## config.mk

```make
export PLATFORM = sky130hd
export DESIGN_NAME = keypad_calculator_entry_core
export DESIGN_NICKNAME = d
export VERILOG_FILES = /design/src/design/kce_pkg.sv /design/src/design/kce_alu.sv /design/src/design/keypad_calculator_entry_core.sv
export SDC_FILE = /design/constraint.sdc
export NUM_CORES = 1
export LEC_CHECK = 0
export BUFFER_PORTS_ARGS = -buffer_cell sky130_fd_sc_hd__buf_2
export CAP_MARGIN = 20
export CORE_MARGIN = 2
export CORE_UTILIZATION = 35
export DETAILED_ROUTE_END_ITERATION = 8
export HOLD_SLACK_MARGIN = 0.06
export PLACE_DENSITY = 0.62
export SLEW_MARGIN = 20
export SYNTH_ARGS = -nofsm -noshare
export SYNTH_HDL_FRONTEND = slang
export SYNTH_SLANG_ARGS = --single-unit
export TNS_END_PERCENT = 10
```

## constraint.sdc

```tcl
create_clock -name aclk -period 4.35 [get_ports aclk]
set_input_delay 1.305 -clock aclk [delete_from_list [all_inputs] [get_ports aclk]]
set_output_delay 1.305 -clock aclk [all_outputs]
set_load 0.01 [all_outputs]
```

## src/design/kce_pkg.sv

```systemverilog
// Shared types and constants for the keypad calculator entry block.
// Used by kce_alu and keypad_calculator_entry_core; depends on nothing.
`default_nettype none

package kce_pkg;

    localparam int unsigned DIGITS_DEF = 3;

    localparam int unsigned KEY_W     = 8;
    localparam int unsigned OPERAND_W = 10;
    localparam int unsigned VALUE_W   = 21;
    localparam int unsigned PROD_W    = 20;
    localparam int unsigned CNT_W     = 2;
    localparam int unsigned STEP_W    = 4;
    localparam int unsigned TDATA_W   = 32;

    localparam logic [KEY_W-1:0] KEY_PLUS  = 8'h2B;
    localparam logic [KEY_W-1:0] KEY_MINUS = 8'h2D;
    localparam logic [KEY_W-1:0] KEY_STAR  = 8'h2A;
    localparam logic [KEY_W-1:0] KEY_SLASH = 8'h2F;
    localparam logic [KEY_W-1:0] KEY_ZERO  = 8'h30;
    localparam logic [KEY_W-1:0] KEY_NINE  = 8'h39;

    typedef enum logic [1:0] {
        OP_ADD = 2'd0,
        OP_SUB = 2'd1,
        OP_MUL = 2'd2,
        OP_DIV = 2'd3
    } kce_op_t;

    typedef enum logic [1:0] {
        PH_FIRST  = 2'd0,
        PH_OPER   = 2'd1,
        PH_SECOND = 2'd2
    } kce_phase_t;

    typedef enum logic [1:0] {
        CTL_IDLE = 2'd0,
        CTL_CALC = 2'd1,
        CTL_PUSH = 2'd2
    } kce_ctl_state_t;

    typedef enum logic [1:0] {
        ALU_IDLE = 2'd0,
        ALU_ITER = 2'd1,
        ALU_DONE = 2'd2
    } kce_alu_state_t;

    typedef struct packed {
        logic    start;
        kce_op_t op;
    } kce_alu_req_t;

    typedef struct packed {
        logic busy;
        logic done;
        logic div_err;
    } kce_alu_rsp_t;

endpackage

`default_nettype wire

```

## src/design/kce_alu.sv

```systemverilog
// Iterative arithmetic unit: one shared 21-bit adder/subtractor under a small
// sequencer does add, subtract, shift-add multiply and restoring divide.
// Depends on kce_pkg.
`default_nettype none

module kce_alu (
    input  wire logic                              aclk,
    input  wire logic                              aresetn,
    input  wire kce_pkg::kce_alu_req_t             req,
    input  wire logic [kce_pkg::OPERAND_W-1:0]     opa_in,
    input  wire logic [kce_pkg::OPERAND_W-1:0]     opb_in,
    output kce_pkg::kce_alu_rsp_t                  rsp,
    output logic      [kce_pkg::VALUE_W-1:0]       result
);

    kce_pkg::kce_alu_state_t              state_reg, state_next;
    kce_pkg::kce_op_t                     op_reg, op_next;
    logic                                 err_reg, err_next;
    logic [kce_pkg::VALUE_W-1:0]          acc_reg, acc_next;
    logic [kce_pkg::PROD_W-1:0]           mcand_reg, mcand_next;
    logic [kce_pkg::OPERAND_W-1:0]        opb_reg, opb_next;
    logic [kce_pkg::STEP_W-1:0]           step_reg, step_next;

    logic [kce_pkg::OPERAND_W:0]          rem_shift;
    logic [kce_pkg::VALUE_W-1:0]          add_x, add_y, sum;
    logic                                 add_sub;
    logic                                 last_step;
    logic                                 div_zero;

    assign div_zero  = (req.op == kce_pkg::OP_DIV) && (opb_in == '0);
    assign last_step = (step_reg == kce_pkg::STEP_W'(kce_pkg::OPERAND_W - 1));
    assign rem_shift = {acc_reg[kce_pkg::OPERAND_W-1:0], opb_reg[kce_pkg::OPERAND_W-1]};

    // Shared adder: operand select by operation
    always_comb begin
        add_x   = kce_pkg::VALUE_W'(mcand_reg[kce_pkg::OPERAND_W-1:0]);
        add_y   = kce_pkg::VALUE_W'(opb_reg);
        add_sub = 1'b0;
        case (op_reg)
            kce_pkg::OP_MUL: begin
                add_x = acc_reg;
                add_y = opb_reg[0] ? kce_pkg::VALUE_W'(mcand_reg) : '0;
            end
            kce_pkg::OP_DIV: begin
                add_x   = kce_pkg::VALUE_W'(rem_shift);
                add_y   = kce_pkg::VALUE_W'(mcand_reg[kce_pkg::OPERAND_W-1:0]);
                add_sub = 1'b1;
            end
            kce_pkg::OP_SUB: begin
                add_sub = 1'b1;
            end
            default: begin
                add_sub = 1'b0;
            end
        endcase
        sum = add_x + (add_y ^ {kce_pkg::VALUE_W{add_sub}})
            + kce_pkg::VALUE_W'(add_sub);
    end

    // Next state
    always_comb begin
        state_next = state_reg;
        unique case (state_reg)
            kce_pkg::ALU_IDLE: begin
                if (req.start) begin
                    state_next = div_zero ? kce_pkg::ALU_DONE : kce_pkg::ALU_ITER;
                end
            end
            kce_pkg::ALU_ITER: begin
                if (op_reg == kce_pkg::OP_ADD || op_reg == kce_pkg::OP_SUB || last_step) begin
                    state_next = kce_pkg::ALU_DONE;
                end
            end
            kce_pkg::ALU_DONE: begin
                state_next = kce_pkg::ALU_IDLE;
            end
            default: begin
                state_next = kce_pkg::ALU_IDLE;
            end
        endcase
    end

    // Datapath next values
    always_comb begin
        op_next    = op_reg;
        err_next   = err_reg;
        acc_next   = acc_reg;
        mcand_next = mcand_reg;
        opb_next   = opb_reg;
        step_next  = step_reg;
        unique case (state_reg)
            kce_pkg::ALU_IDLE: begin
                if (req.start) begin
                    op_next   = req.op;
                    err_next  = div_zero;
                    acc_next  = '0;
                    step_next = '0;
                    if (req.op == kce_pkg::OP_DIV) begin
                        mcand_next = kce_pkg::PROD_W'(opb_in);
                        opb_next   = opa_in;
                    end else begin
                        mcand_next = kce_pkg::PROD_W'(opa_in);
                        opb_next   = opb_in;
                    end
                end
            end
            kce_pkg::ALU_ITER: begin
                step_next = step_reg + 1'b1;
                case (op_reg)
                    kce_pkg::OP_MUL: begin
                        acc_next   = sum;
                        mcand_next = {mcand_reg[kce_pkg::PROD_W-2:0], 1'b0};
                        opb_next   = {1'b0, opb_reg[kce_pkg::OPERAND_W-1:1]};
                    end
                    kce_pkg::OP_DIV: begin
                        // keep the shifted remainder when the trial subtract goes negative
                        acc_next = sum[kce_pkg::VALUE_W-1] ? kce_pkg::VALUE_W'(rem_shift) : sum;
                        opb_next = {opb_reg[kce_pkg::OPERAND_W-2:0], ~sum[kce_pkg::VALUE_W-1]};
                    end
                    default: begin
                        acc_next = sum;
                    end
                endcase
            end
            default: begin
                step_next = step_reg;
            end
        endcase
    end

    // Outputs
    always_comb begin
        rsp.busy    = (state_reg != kce_pkg::ALU_IDLE);
        rsp.done    = (state_reg == kce_pkg::ALU_DONE);
        rsp.div_err = err_reg;
        if (err_reg) begin
            result = '0;
        end else if (op_reg == kce_pkg::OP_DIV) begin
            result = kce_pkg::VALUE_W'(opb_reg);
        end else begin
            result = acc_reg;
        end
    end

    always_ff @(posedge aclk) begin
        if (!aresetn) begin
            state_reg <= kce_pkg::ALU_IDLE;
            step_reg  <= '0;
        end else begin
            state_reg <= state_next;
            step_reg  <= step_next;
        end
        op_reg    <= op_next;
        err_reg   <= err_next;
        acc_reg   <= acc_next;
        mcand_reg <= mcand_next;
        opb_reg   <= opb_next;
    end

endmodule

`default_nettype wire

```

## src/design/keypad_calculator_entry_core.sv

```systemverilog
// Top level of the keypad calculator entry block: key decoding, operand
// entry, control sequencer and output register. Depends on kce_pkg, kce_alu.
`default_nettype none

// Keypad calculator entry. Send one ASCII key code per input item. The block
// takes DIGITS decimal digits for the first operand, one of + - * /, then
// DIGITS digits for the second operand; keys that do not fit the current
// entry phase are dropped without a result. Every taken key is echoed as one
// result item. The last digit of the second operand also raises m_tlast and
// carries the signed 21-bit sum, difference, product or truncated quotient,
// or m_tuser (divide error) on a division by zero, and the entry starts over.
// Handshake: a dropped key leaves s_tready high; a key that gives a plain
// echo holds it low until the echo enters the output register; the last
// digit holds it low while the shared arithmetic unit runs (multiply and
// divide: ten iterations, one partial product or quotient bit per cycle
// over the 10 operand bits, then a done state; division by zero: the done
// state only) and until the result enters the output register. A finished
// result sits in the output register while the next key is taken; a result
// waits for that register only when the previous one has not yet been read,
// and s_tready stays low for as long as it waits.
module keypad_calculator_entry_core #(
    parameter int unsigned DIGITS = kce_pkg::DIGITS_DEF
) (
    input  wire logic                         aclk,
    input  wire logic                         aresetn,
    // s_tdata: [7:0] key
    input  wire logic [kce_pkg::KEY_W-1:0]    s_tdata,
    input  wire logic                         s_tvalid,
    output logic                              s_tready,
    // m_tdata: [7:0] echo_key, [28:8] value
    output logic [kce_pkg::TDATA_W-1:0]       m_tdata,
    // m_tuser: [0] divide_error
    output logic                              m_tuser,
    output logic                              m_tlast,
    output logic                              m_tvalid,
    input  wire logic                         m_tready
);

    localparam int unsigned PROD_FULL_W = kce_pkg::OPERAND_W + 4;

    // Sequencer and entry state
    kce_pkg::kce_ctl_state_t             ctl_state_reg, ctl_state_next;
    kce_pkg::kce_phase_t                 phase_reg, phase_next;
    logic [kce_pkg::CNT_W-1:0]           count_reg, count_next;
    logic [kce_pkg::OPERAND_W-1:0]       first_reg, first_next;
    logic [kce_pkg::OPERAND_W-1:0]       second_reg, second_next;
    kce_pkg::kce_op_t                    op_reg, op_next;

    // Pending result and output register
    logic [kce_pkg::KEY_W-1:0]           pend_key_reg;
    logic                                pend_final_reg;
    logic [kce_pkg::VALUE_W-1:0]         pend_value_reg;
    logic                                pend_err_reg;
    logic                                m_tvalid_reg, m_tvalid_next;
    logic [kce_pkg::KEY_W-1:0]           m_key_reg;
    logic                                m_final_reg;
    logic [kce_pkg::VALUE_W-1:0]         m_value_reg;
    logic                                m_err_reg;

    // Decode
    logic                                in_fire;
    logic                                is_digit;
    logic                                is_oper;
    logic                                key_ok;
    logic                                last_digit;
    logic                                out_free;
    logic                                out_load;
    logic                                pend_load;
    logic                                calc_capture;
    logic [kce_pkg::CNT_W:0]             count_inc;
    logic [kce_pkg::OPERAND_W-1:0]       accum_src;
    logic [PROD_FULL_W-1:0]              accum_wide;
    logic [kce_pkg::OPERAND_W-1:0]       alu_opb;
    kce_pkg::kce_op_t                    key_op;

    kce_pkg::kce_alu_req_t               alu_req;
    kce_pkg::kce_alu_rsp_t               alu_rsp;
    logic [kce_pkg::VALUE_W-1:0]         alu_result;

    assign in_fire  = s_tvalid && s_tready;
    assign out_free = !m_tvalid_reg || m_tready;
    assign is_digit = (s_tdata >= kce_pkg::KEY_ZERO) && (s_tdata <= kce_pkg::KEY_NINE);

    // Operator key decode
    always_comb begin
        is_oper = 1'b1;
        key_op  = kce_pkg::OP_ADD;
        unique case (s_tdata)
            kce_pkg::KEY_PLUS:  key_op = kce_pkg::OP_ADD;
            kce_pkg::KEY_MINUS: key_op = kce_pkg::OP_SUB;
            kce_pkg::KEY_STAR:  key_op = kce_pkg::OP_MUL;
            kce_pkg::KEY_SLASH: key_op = kce_pkg::OP_DIV;
            default:            is_oper = 1'b0;
        endcase
    end

    // Operand accumulate: value * 10 + digit, digit is the low nibble of the code
    assign count_inc  = {1'b0, count_reg} + 1'b1;
    assign accum_src  = (phase_reg == kce_pkg::PH_SECOND) ? second_reg : first_reg;
    assign accum_wide = (PROD_FULL_W'(accum_src) << 3) + (PROD_FULL_W'(accum_src) << 1)
                      + PROD_FULL_W'(s_tdata[3:0]);

    // Second operand as it stands after the last digit is folded in
    assign alu_opb = (phase_reg == kce_pkg::PH_SECOND) ? accum_wide[kce_pkg::OPERAND_W-1:0]
                                                       : second_reg;

    // Entry state update on a taken key
    always_comb begin
        phase_next  = phase_reg;
        count_next  = count_reg;
        first_next  = first_reg;
        second_next = second_reg;
        op_next     = op_reg;
        key_ok      = 1'b0;
        last_digit  = 1'b0;
        unique case (phase_reg)
            kce_pkg::PH_OPER: begin
                key_ok = is_oper;
                if (is_oper) begin
                    op_next    = key_op;
                    phase_next = kce_pkg::PH_SECOND;
                end
            end
            kce_pkg::PH_SECOND: begin
                key_ok = is_digit;
                if (is_digit) begin
                    second_next = accum_wide[kce_pkg::OPERAND_W-1:0];
                    count_next  = count_inc[kce_pkg::CNT_W-1:0];
                    if (count_inc >= (kce_pkg::CNT_W+1)'(DIGITS)) begin
                        // complete: hand operands to the ALU and start over
                        last_digit = 1'b1;
                        phase_next = kce_pkg::PH_FIRST;
                        count_next = '0;
                        first_next = '0;
                        second_next = '0;
                        op_next    = kce_pkg::OP_ADD;
                    end
                end
            end
            default: begin
                key_ok = is_digit;
                if (is_digit) begin
                    first_next = accum_wide[kce_pkg::OPERAND_W-1:0];
                    count_next = count_inc[kce_pkg::CNT_W-1:0];
                    phase_next = kce_pkg::PH_FIRST;
                    if (count_inc >= (kce_pkg::CNT_W+1)'(DIGITS)) begin
                        count_next = '0;
                        phase_next = kce_pkg::PH_OPER;
                    end
                end
            end
        endcase
    end

    // Sequencer next state
    always_comb begin
        ctl_state_next = ctl_state_reg;
        unique case (ctl_state_reg)
            kce_pkg::CTL_IDLE: begin
                if (s_tvalid && key_ok) begin
                    ctl_state_next = last_digit ? kce_pkg::CTL_CALC : kce_pkg::CTL_PUSH;
                end
            end
            kce_pkg::CTL_CALC: begin
                if (alu_rsp.done) begin
                    ctl_state_next = kce_pkg::CTL_PUSH;
                end
            end
            kce_pkg::CTL_PUSH: begin
                if (out_free) begin
                    ctl_state_next = kce_pkg::CTL_IDLE;
                end
            end
            default: begin
                ctl_state_next = kce_pkg::CTL_IDLE;
            end
        endcase
    end

    // Sequencer outputs
    always_comb begin
        s_tready      = 1'b0;
        pend_load     = 1'b0;
        calc_capture  = 1'b0;
        out_load      = 1'b0;
        alu_req.start = 1'b0;
        alu_req.op    = op_reg;
        unique case (ctl_state_reg)
            kce_pkg::CTL_IDLE: begin
                s_tready      = 1'b1;
                pend_load     = s_tvalid && key_ok;
                alu_req.start = s_tvalid && key_ok && last_digit;
            end
            kce_pkg::CTL_CALC: begin
                calc_capture = alu_rsp.done;
            end
            kce_pkg::CTL_PUSH: begin
                out_load = out_free;
            end
            default: begin
                s_tready = 1'b0;
            end
        endcase
    end

    always_comb begin
        m_tvalid_next = m_tvalid_reg;
        if (out_load) begin
            m_tvalid_next = 1'b1;
        end else if (m_tready) begin
            m_tvalid_next = 1'b0;
        end
    end

    kce_alu u_alu (
        .aclk    (aclk),
        .aresetn (aresetn),
        .req     (alu_req),
        .opa_in  (first_reg),
        .opb_in  (alu_opb),
        .rsp     (alu_rsp),
        .result  (alu_result)
    );

    always_ff @(posedge aclk) begin
        if (!aresetn) begin
            ctl_state_reg <= kce_pkg::CTL_IDLE;
            phase_reg     <= kce_pkg::PH_FIRST;
            count_reg     <= '0;
            first_reg     <= '0;
            second_reg    <= '0;
            op_reg        <= kce_pkg::OP_ADD;
            m_tvalid_reg  <= 1'b0;
        end else begin
            ctl_state_reg <= ctl_state_next;
            m_tvalid_reg  <= m_tvalid_next;
            if (pend_load) begin
                phase_reg  <= phase_next;
                count_reg  <= count_next;
                first_reg  <= first_next;
                second_reg <= second_next;
                op_reg     <= op_next;
            end
        end
    end

    // Pending and output payload: no reset needed
    always_ff @(posedge aclk) begin
        if (pend_load) begin
            pend_key_reg   <= s_tdata;
            pend_final_reg <= last_digit;
            pend_value_reg <= '0;
            pend_err_reg   <= 1'b0;
        end else if (calc_capture) begin
            pend_value_reg <= alu_result;
            pend_err_reg   <= alu_rsp.div_err;
        end
        if (out_load) begin
            m_key_reg   <= pend_key_reg;
            m_final_reg <= pend_final_reg;
            m_value_reg <= pend_value_reg;
            m_err_reg   <= pend_err_reg;
        end
    end

    assign m_tvalid = m_tvalid_reg;
    assign m_tdata  = {3'b0, m_value_reg, m_key_reg};
    assign m_tlast  = m_final_reg;
    assign m_tuser  = m_err_reg;

    // Checks on the sequencer and the shared unit
    a_no_accept_while_alu_busy: assert property (@(posedge aclk) disable iff (!aresetn)
        alu_rsp.busy |-> !s_tready)
        else $error("key accepted while arithmetic unit busy");

    a_alu_done_only_in_calc: assert property (@(posedge aclk) disable iff (!aresetn)
        alu_rsp.done |-> (ctl_state_reg == kce_pkg::CTL_CALC))
        else $error("arithmetic result outside calculation phase");

    a_err_only_on_final: assert property (@(posedge aclk) disable iff (!aresetn)
        m_tvalid && m_err_reg |-> m_final_reg && (m_value_reg == '0))
        else $error("divide error on a non-final or nonzero result");

    a_nonfinal_value_zero: assert property (@(posedge aclk) disable iff (!aresetn)
        m_tvalid && !m_final_reg |-> (m_value_reg == '0))
        else $error("echo item carries a nonzero value");

    a_start_from_idle: assert property (@(posedge aclk) disable iff (!aresetn)
        alu_req.start |=> alu_rsp.busy && (ctl_state_reg == kce_pkg::CTL_CALC))
        else $error("arithmetic start did not enter calculation");

endmodule

`default_nettype wire

```

# Word-level counts from Yosys, hierarchy flattened
# Cells that the tools add are included.
dict set report classes {
  n_eq_ne 25
  n_mul 0
  order_cmp 3
  n_bitwise 3
  n_addsub 6
  div 0
  shift 0
  n_reduce_logical 29
  n_mux 58
}
# cell n
set op_table {}
lappend op_table {{$pmux W21 S2} 3}
lappend op_table {{$mux W21} 4}
lappend op_table {{$mux W10} 8}
lappend op_table {{$mux W20} 4}
lappend op_table {{$pmux W10 S2} 3}
lappend op_table {{$pmux W20 S2} 1}
lappend op_table {{$eq A8 B6 Y1 const B} 4}
lappend op_table {{$mux W2} 13}
lappend op_table {{$add A21 B1 Y21} 1}
lappend op_table {{$add A21 B21 Y21} 1}
lappend op_table {{$xor A21 B21 Y21} 1}
lappend op_table {{$reduce_and A3 Y1} 5}
lappend op_table {{$mux W1} 14}
lappend op_table {{$ne A2 B2 Y1 const B} 7}
lappend op_table {{$eq A2 B2 Y1 const B} 6}
lappend op_table {{$pmux W2 S2} 3}
lappend op_table {{$pmux W2 S3} 2}
lappend op_table {{$add A10 B10 Y10} 1}
lappend op_table {{$add A10 B4 Y10} 1}
lappend op_table {{$logic_not A10 Y1} 1}
lappend op_table {{$reduce_and A5 Y1} 2}
lappend op_table {{$mux W9} 1}
lappend op_table {{$eq A2 B1 Y1 const B} 4}
lappend op_table {{$ge A8 B6 Y1 const B} 1}
lappend op_table {{other kinds (19)} 33}
dict set report totals {
  ramBits 0
  elab_cells 146
  reg_bits 151
  latch_bits 0
  mem_bits_ro 0
  out_inout_bits 36
  n_memories 0
}

# Depth between registers and ports, before layout
dict set report depth {
  depth_word 10
  ltp_mapped 18
}

# Modules after synthesis
# From an unflattened synthesis, not the netlist that was laid out.
dict set report hier_totals {
  hier_cells 914
  hier_area_um2 8798.4
}
# mod cells_each instances area_each_um2
set by_module_without_submodules {}
lappend by_module_without_submodules {kce_alu 541 1 4763.3}
lappend by_module_without_submodules {keypad_calculator_entry_core 373 1 4035.1}

# Worst setup path after synthesis
# No wires, ideal clock.
dict set report synth_path {
  path_kind {register -> register}
  startpoint {reg phase_reg[0]}
  endpoint {reg u_alu.state_reg[1]}
  required_time_ns 4.230
  stages_incl_launch_ff 17
  path_slack_ns 0.284
  t_arrival_ns 3.946
  path_cell_list {dfxtp_1 -> inv_1 -> ha_1 -> buf_2 -> buf_4 -> buf_2 -> buf_1 -> mux2_2 -> fa_1 -> inv_1 -> fa_1 -> nor2b_1 -> o31a_1 -> o21ai_0 -> o311ai_1 -> nor4_2 -> o31a_1}
}
dict set report synth_between {
  elab_chain_cells 10
}
# element line_no
set synth_lines {}
lappend synth_lines {{from (decl)} keypad_calculator_entry_core.sv:43} ;# kce_pkg::kce_phase_t phase_reg, phase_next;
lappend synth_lines {{from (signal assigned)} keypad_calculator_entry_core.sv:228} ;# phase_reg <= kce_pkg::PH_FIRST;
lappend synth_lines {{from (signal assigned)} keypad_calculator_entry_core.sv:238} ;# phase_reg <= phase_next;
lappend synth_lines {{$eq A2 B2 Y1 (*)} {keypad_calculator_entry_core.sv:99, keypad_calculator_entry_core.sv:104}}
lappend synth_lines {{$mux W9} keypad_calculator_entry_core.sv:99} ;# assign accum_src = (phase_reg == kce_pkg::PH_SECOND) ? second_reg : first_reg;
lappend synth_lines {{$add A10 B10 Y10} keypad_calculator_entry_core.sv:100} ;# assign accum_wide = (PROD_FULL_W'(accum_src) << 3) + (PROD_FULL_W'(accum_src) << 1)
lappend synth_lines {{$add A10 B4 Y10} keypad_calculator_entry_core.sv:101} ;# + PROD_FULL_W'(s_tdata[3:0]);
lappend synth_lines {{$mux W10 (*)} keypad_calculator_entry_core.sv:104} ;# assign alu_opb = (phase_reg == kce_pkg::PH_SECOND) ? accum_wide[kce_pkg::OPERAND_W-1:0]
lappend synth_lines {{$logic_not A10 Y1 (*)} kce_alu.sv:30} ;# assign div_zero = (req.op == kce_pkg::OP_DIV) && (opb_in == '0);
lappend synth_lines {{$logic_and A1 B1 Y1 (*)} kce_alu.sv:30}
lappend synth_lines {{named net u_alu.div_zero} kce_alu.sv:28} ;# logic div_zero;
lappend synth_lines {{$mux W2 (*)} kce_alu.sv:66} ;# state_next = div_zero ? kce_pkg::ALU_DONE : kce_pkg::ALU_ITER;
lappend synth_lines {{$mux W2 (*)} kce_alu.sv:65} ;# if (req.start) begin
lappend synth_lines {{$pmux W2 S2 (*)} kce_alu.sv:63} ;# unique case (state_reg)
lappend synth_lines {{to (signal assigned)} kce_alu.sv:147} ;# state_reg <= kce_pkg::ALU_IDLE;
lappend synth_lines {{to (signal assigned)} kce_alu.sv:150} ;# state_reg <= state_next;
lappend synth_lines {{to (decl)} kce_alu.sv:16} ;# kce_pkg::kce_alu_state_t state_reg, state_next;
# Mark *: on every way through the listed nets, which the timed path passes. The rest lies on a longest branch. The select of a mux whose other input is x is not followed.
# A chain may end at the register's enable or synchronous reset.

# Final worst setup path
# Same ends and word-level chain as after synthesis.

==> run_results.csv <==
group,metric,value,unit
global_routing,grt_antenna_before_repair,0,
timing,slew_headroom,0.486,
drt,ant_nets,0,
worst_setup_path,cp_max_fo,29,
drt,wl,21000,microns
drt,first_pass_iters,6,
final_layout,drive_above_1_share,0.150,
drt,drtIter0Drc,506,
global_routing,grt_pass1_wl,33900,microns
placement,post-dp-hpwl,15300,microns
clocking,cts.hold.buffers_added,0,
synthesis,synth_area,8530,sq um
floorplan,core,24100,sq um
timing,worstMarginPinSlew,0.763,ns
worst_setup_path,crit_chain,"inv_1 -> ha_1 -> buf_4 -> mux2_2 -> ha_1 -> ha_1 -> a21oi_2 -> o21ai_2 -> o41ai_2 -> xnor2_1 -> a211o_1 -> nor4_2 -> o31a_1",
synthesis,ys_types,71,
floorplan,die_w,160,microns
timing,finalSetupTns,0,ns
synthesis,async_reset_ff_frac,0,
final_layout,nets,968,
timing,rsz0062_at_grt,"false",
clocking,clk_latency,0.43,ns
final_layout,n_antenna_cell,0,
timing,finalCritPeriodShare,0.880,
synthesis,synthCells,878,
worst_setup_path,timing.rr.start,"phase_reg[0]",
synthesis,post_synth.cell_area_avg,9.72,sq um
worst_setup_path,cp.required,4.72,ns
synthesis,synth_ff_type,"edfxtp_1",
clocking,clock-sinks,151,
drt,num_vias,6644,
final_layout,area_growth,13.9,%
drt,drc,0,
synthesis,synthTopCellsByArea,"edfxtp_1, dfxtp_1, ha_1",
worst_setup_path,r2r-end,"u_alu.state_reg[1]",
synthesis,ys_ff_latch,151,
floorplan,start_util,0.354,
run_status,status,"completed",
pwr,p_per_area,324,nW/um^2
clocking,post-cts-setup-buffers,0,
min_path,hold_path.startpoint,"pend_key_reg[4]",
placement,globalplace.congestion,0.864,
drt,route.detailed.wl_per_inst,16.8,microns
global_routing,grt_max_degree,38,
timing,maxSlewViolCount,0,
worst_setup_path,crit_path_end_kind,"flip-flop",
floorplan,die_h,160,microns
floorplan,rows,57,
placement,io_buffer_count,44,
worst_setup_path,arrival,4.19,ns
timing,finalSetupViolCount,0,
global_routing,grt_pass1_vias,6291,
clocking,h-tree-depth,4,
worst_setup_path,slowest_delay,0.41,ns
pwr,ir_worst_vdd,0.209,mV
synthesis,yosysTopAreaCell,"edfxtp_1",
global_routing,grtUsageTotal,0.165,
synthesis,ys_top_cells_by_count,"nor2_1, edfxtp_1, a21oi_1",
final_layout,fin_cells,1253,
worst_setup_path,critPathBufInv,2,
timing,fmax,261,MHz
min_path,holdPathStages,0,
min_path,hold_end,"m_key_reg[4]",
timing,period_needed,3.83,ns
global_routing,grt_overflow,0,
worst_setup_path,cp_top_family,"compound AO/OA/AOI/OAI gates",
worst_setup_path,start_kind,"flip-flop",
clocking,cts_resized,0,
min_path,hp-class,"flip-flop to flip-flop",
final_layout,fill_cells,2389,
worst_setup_path,critPathKind,"flip-flop to flip-flop",
floorplan,fp.dieArea,25600,sq um
worst_setup_path,reg2regPathDepth,13,
clocking,clk_pin_slew,0.07,ns
floorplan,io_pins,48,
synthesis,yosysMostFrequentCell,"nor2_1",
placement,placedCellCount,1221,
run,maxCapViolCount,0,
worst_setup_path,crit_path_top_delay_cell,"buf_4",
worst_setup_path,r2r_setup_slack,0.52,ns
pwr,p_leak,0.00380,uW
synthesis,synth_enable_flop_cells,94,
clocking,cts_tree,"built",
synthesis,synth_top_area_frac,0.331,
clocking,cts_buffers,17,
timing,finalHoldViolCount,0,
clocking,cts_max_path_buffers,2,
synthesis,yosys_warnings,0,
clocking,cts-root-buf,"clkbuf_16",
synthesis,yosysSeqAreaShare,0.465,
drt,viasPerCell,5.30,
worst_setup_path,cpMostUsedCell,"ha_1",
timing,fin_skew,0.0170,ns
worst_setup_path,crit_start,"phase_reg[0]",
## final cells by class
class	count	area, sq um	area share
clock buffer	19	453	0.0466
clock inverter	13	104	0.0107
inverter	16	60.1	0.00618
multi-input combinational	663	4310	0.444
sequential	151	3960	0.408
tap	324	405	0.0417
timing repair buffer	67	422	0.0434
## worst reg2reg max path, stage by stage, from the launching register on
cell and delay [ns]:
dfxtp_1 0.33, inv_1 0.06, ha_1 0.31, buf_4 0.41, mux2_2 0.42, ha_1 0.28
ha_1 0.38, a21oi_2 0.17, o21ai_2 0.10, o41ai_2 0.27, xnor2_1 0.20, a211o_1 0.35
nor4_2 0.33, o31a_1 0.17
## layout by cell type, fill, tap and decap left out, types with 5 or more instances in the layout
| master | synthesis | routed |
|---|---|---|
| nor2_1 | 116 | 115 |
| edfxtp_1 | 94 | 94 |
| a21oi_1 | 92 | 91 |
| nand2_1 | 60 | 60 |
| dfxtp_1 | 57 | 57 |
| buf_2 | 8 | 44 |
| o21ai_0 | 41 | 40 |
| mux2i_1 | 40 | 40 |
| ha_1 | 37 | 37 |
| a22oi_1 | 31 | 31 |
| and2_1 | 24 | 24 |
| buf_4 | 5 | 20 |
| nand3_1 | 17 | 17 |
| clkbuf_16 | 0 | 17 |
| xor2_1 | 16 | 16 |
| and3_1 | 16 | 16 |
| inv_1 | 14 | 14 |
| xnor2_1 | 14 | 14 |
| a21o_1 | 13 | 13 |
| mux2_2 | 12 | 12 |
| nand2b_1 | 11 | 11 |
| nor3_1 | 10 | 10 |
| o211ai_1 | 10 | 10 |
| nor2b_1 | 11 | 9 |
| nand4_1 | 8 | 8 |
| o21a_1 | 7 | 7 |
| a31oi_1 | 6 | 6 |
| inv_6 | 0 | 6 |
| o31ai_1 | 5 | 5 |
## logic make-up after synthesis
kind of cell / synth area share
simple gates: 0.171
compound gates: 0.176
fa+ha+maj: 0.0613
mux: 0.0628
buf+inv: 0.0333
flops: 0.465
xor+xnor: 0.0308
other cells: 0.000440
## stage by stage
step | util | area (sq um) | hold WS (ns) | worst slack (ns) | total power, uW
final | 0.403 | 9720 | 0.425 | 0.522 | 3150
after global routing | 0.403 | 9720 | 0.443 | 0.287 | 3250
after CTS | 0.403 | 9720 | 0.422 | 0.539 | 3170
after detailed placement | 0.380 | 9170 | 0.405 | 0.246 | 1760
after global placement | 0.380 | 9150 | 0.401 | 0.312 | 1750
after floorplan | - | 8540 | 0.400 | 0.284 | 1720
## report_power, final
| part | total [uW] | internal [uW] | switching (uW) |
|---|---|---|---|
| clock | 1420 | 776 | 644 |
| sequential | 1600 | 1570 | 26.5 |
| combinational | 128 | 53.9 | 74.6 |
## how the worst max path moves through the flow
| stage | to | slack (ns) | depth (start not counted) |
|---|---|---|---|
| floorplan | u_alu.state_reg[1] | 0.28 | 16 |
| global placement | u_alu.state_reg[1] | 0.31 | 10 |
| detailed placement | u_alu.state_reg[1] | 0.25 | 10 |
| CTS | u_alu.state_reg[1] | 0.54 | 13 |
| global route | u_alu.mcand_reg[7] | 0.29 | 12 |
| finish | u_alu.state_reg[1] | 0.52 | 13 |
## routing by layer
layer | global-route usage | share of wire
met5 | 0 | 0
met4 | 0.0520 | 0.017
met3 | 0.0273 | 0.040
met2 | 0.264 | 0.46
met1 | 0.229 | 0.48
(Power assumes the default switching activity.)
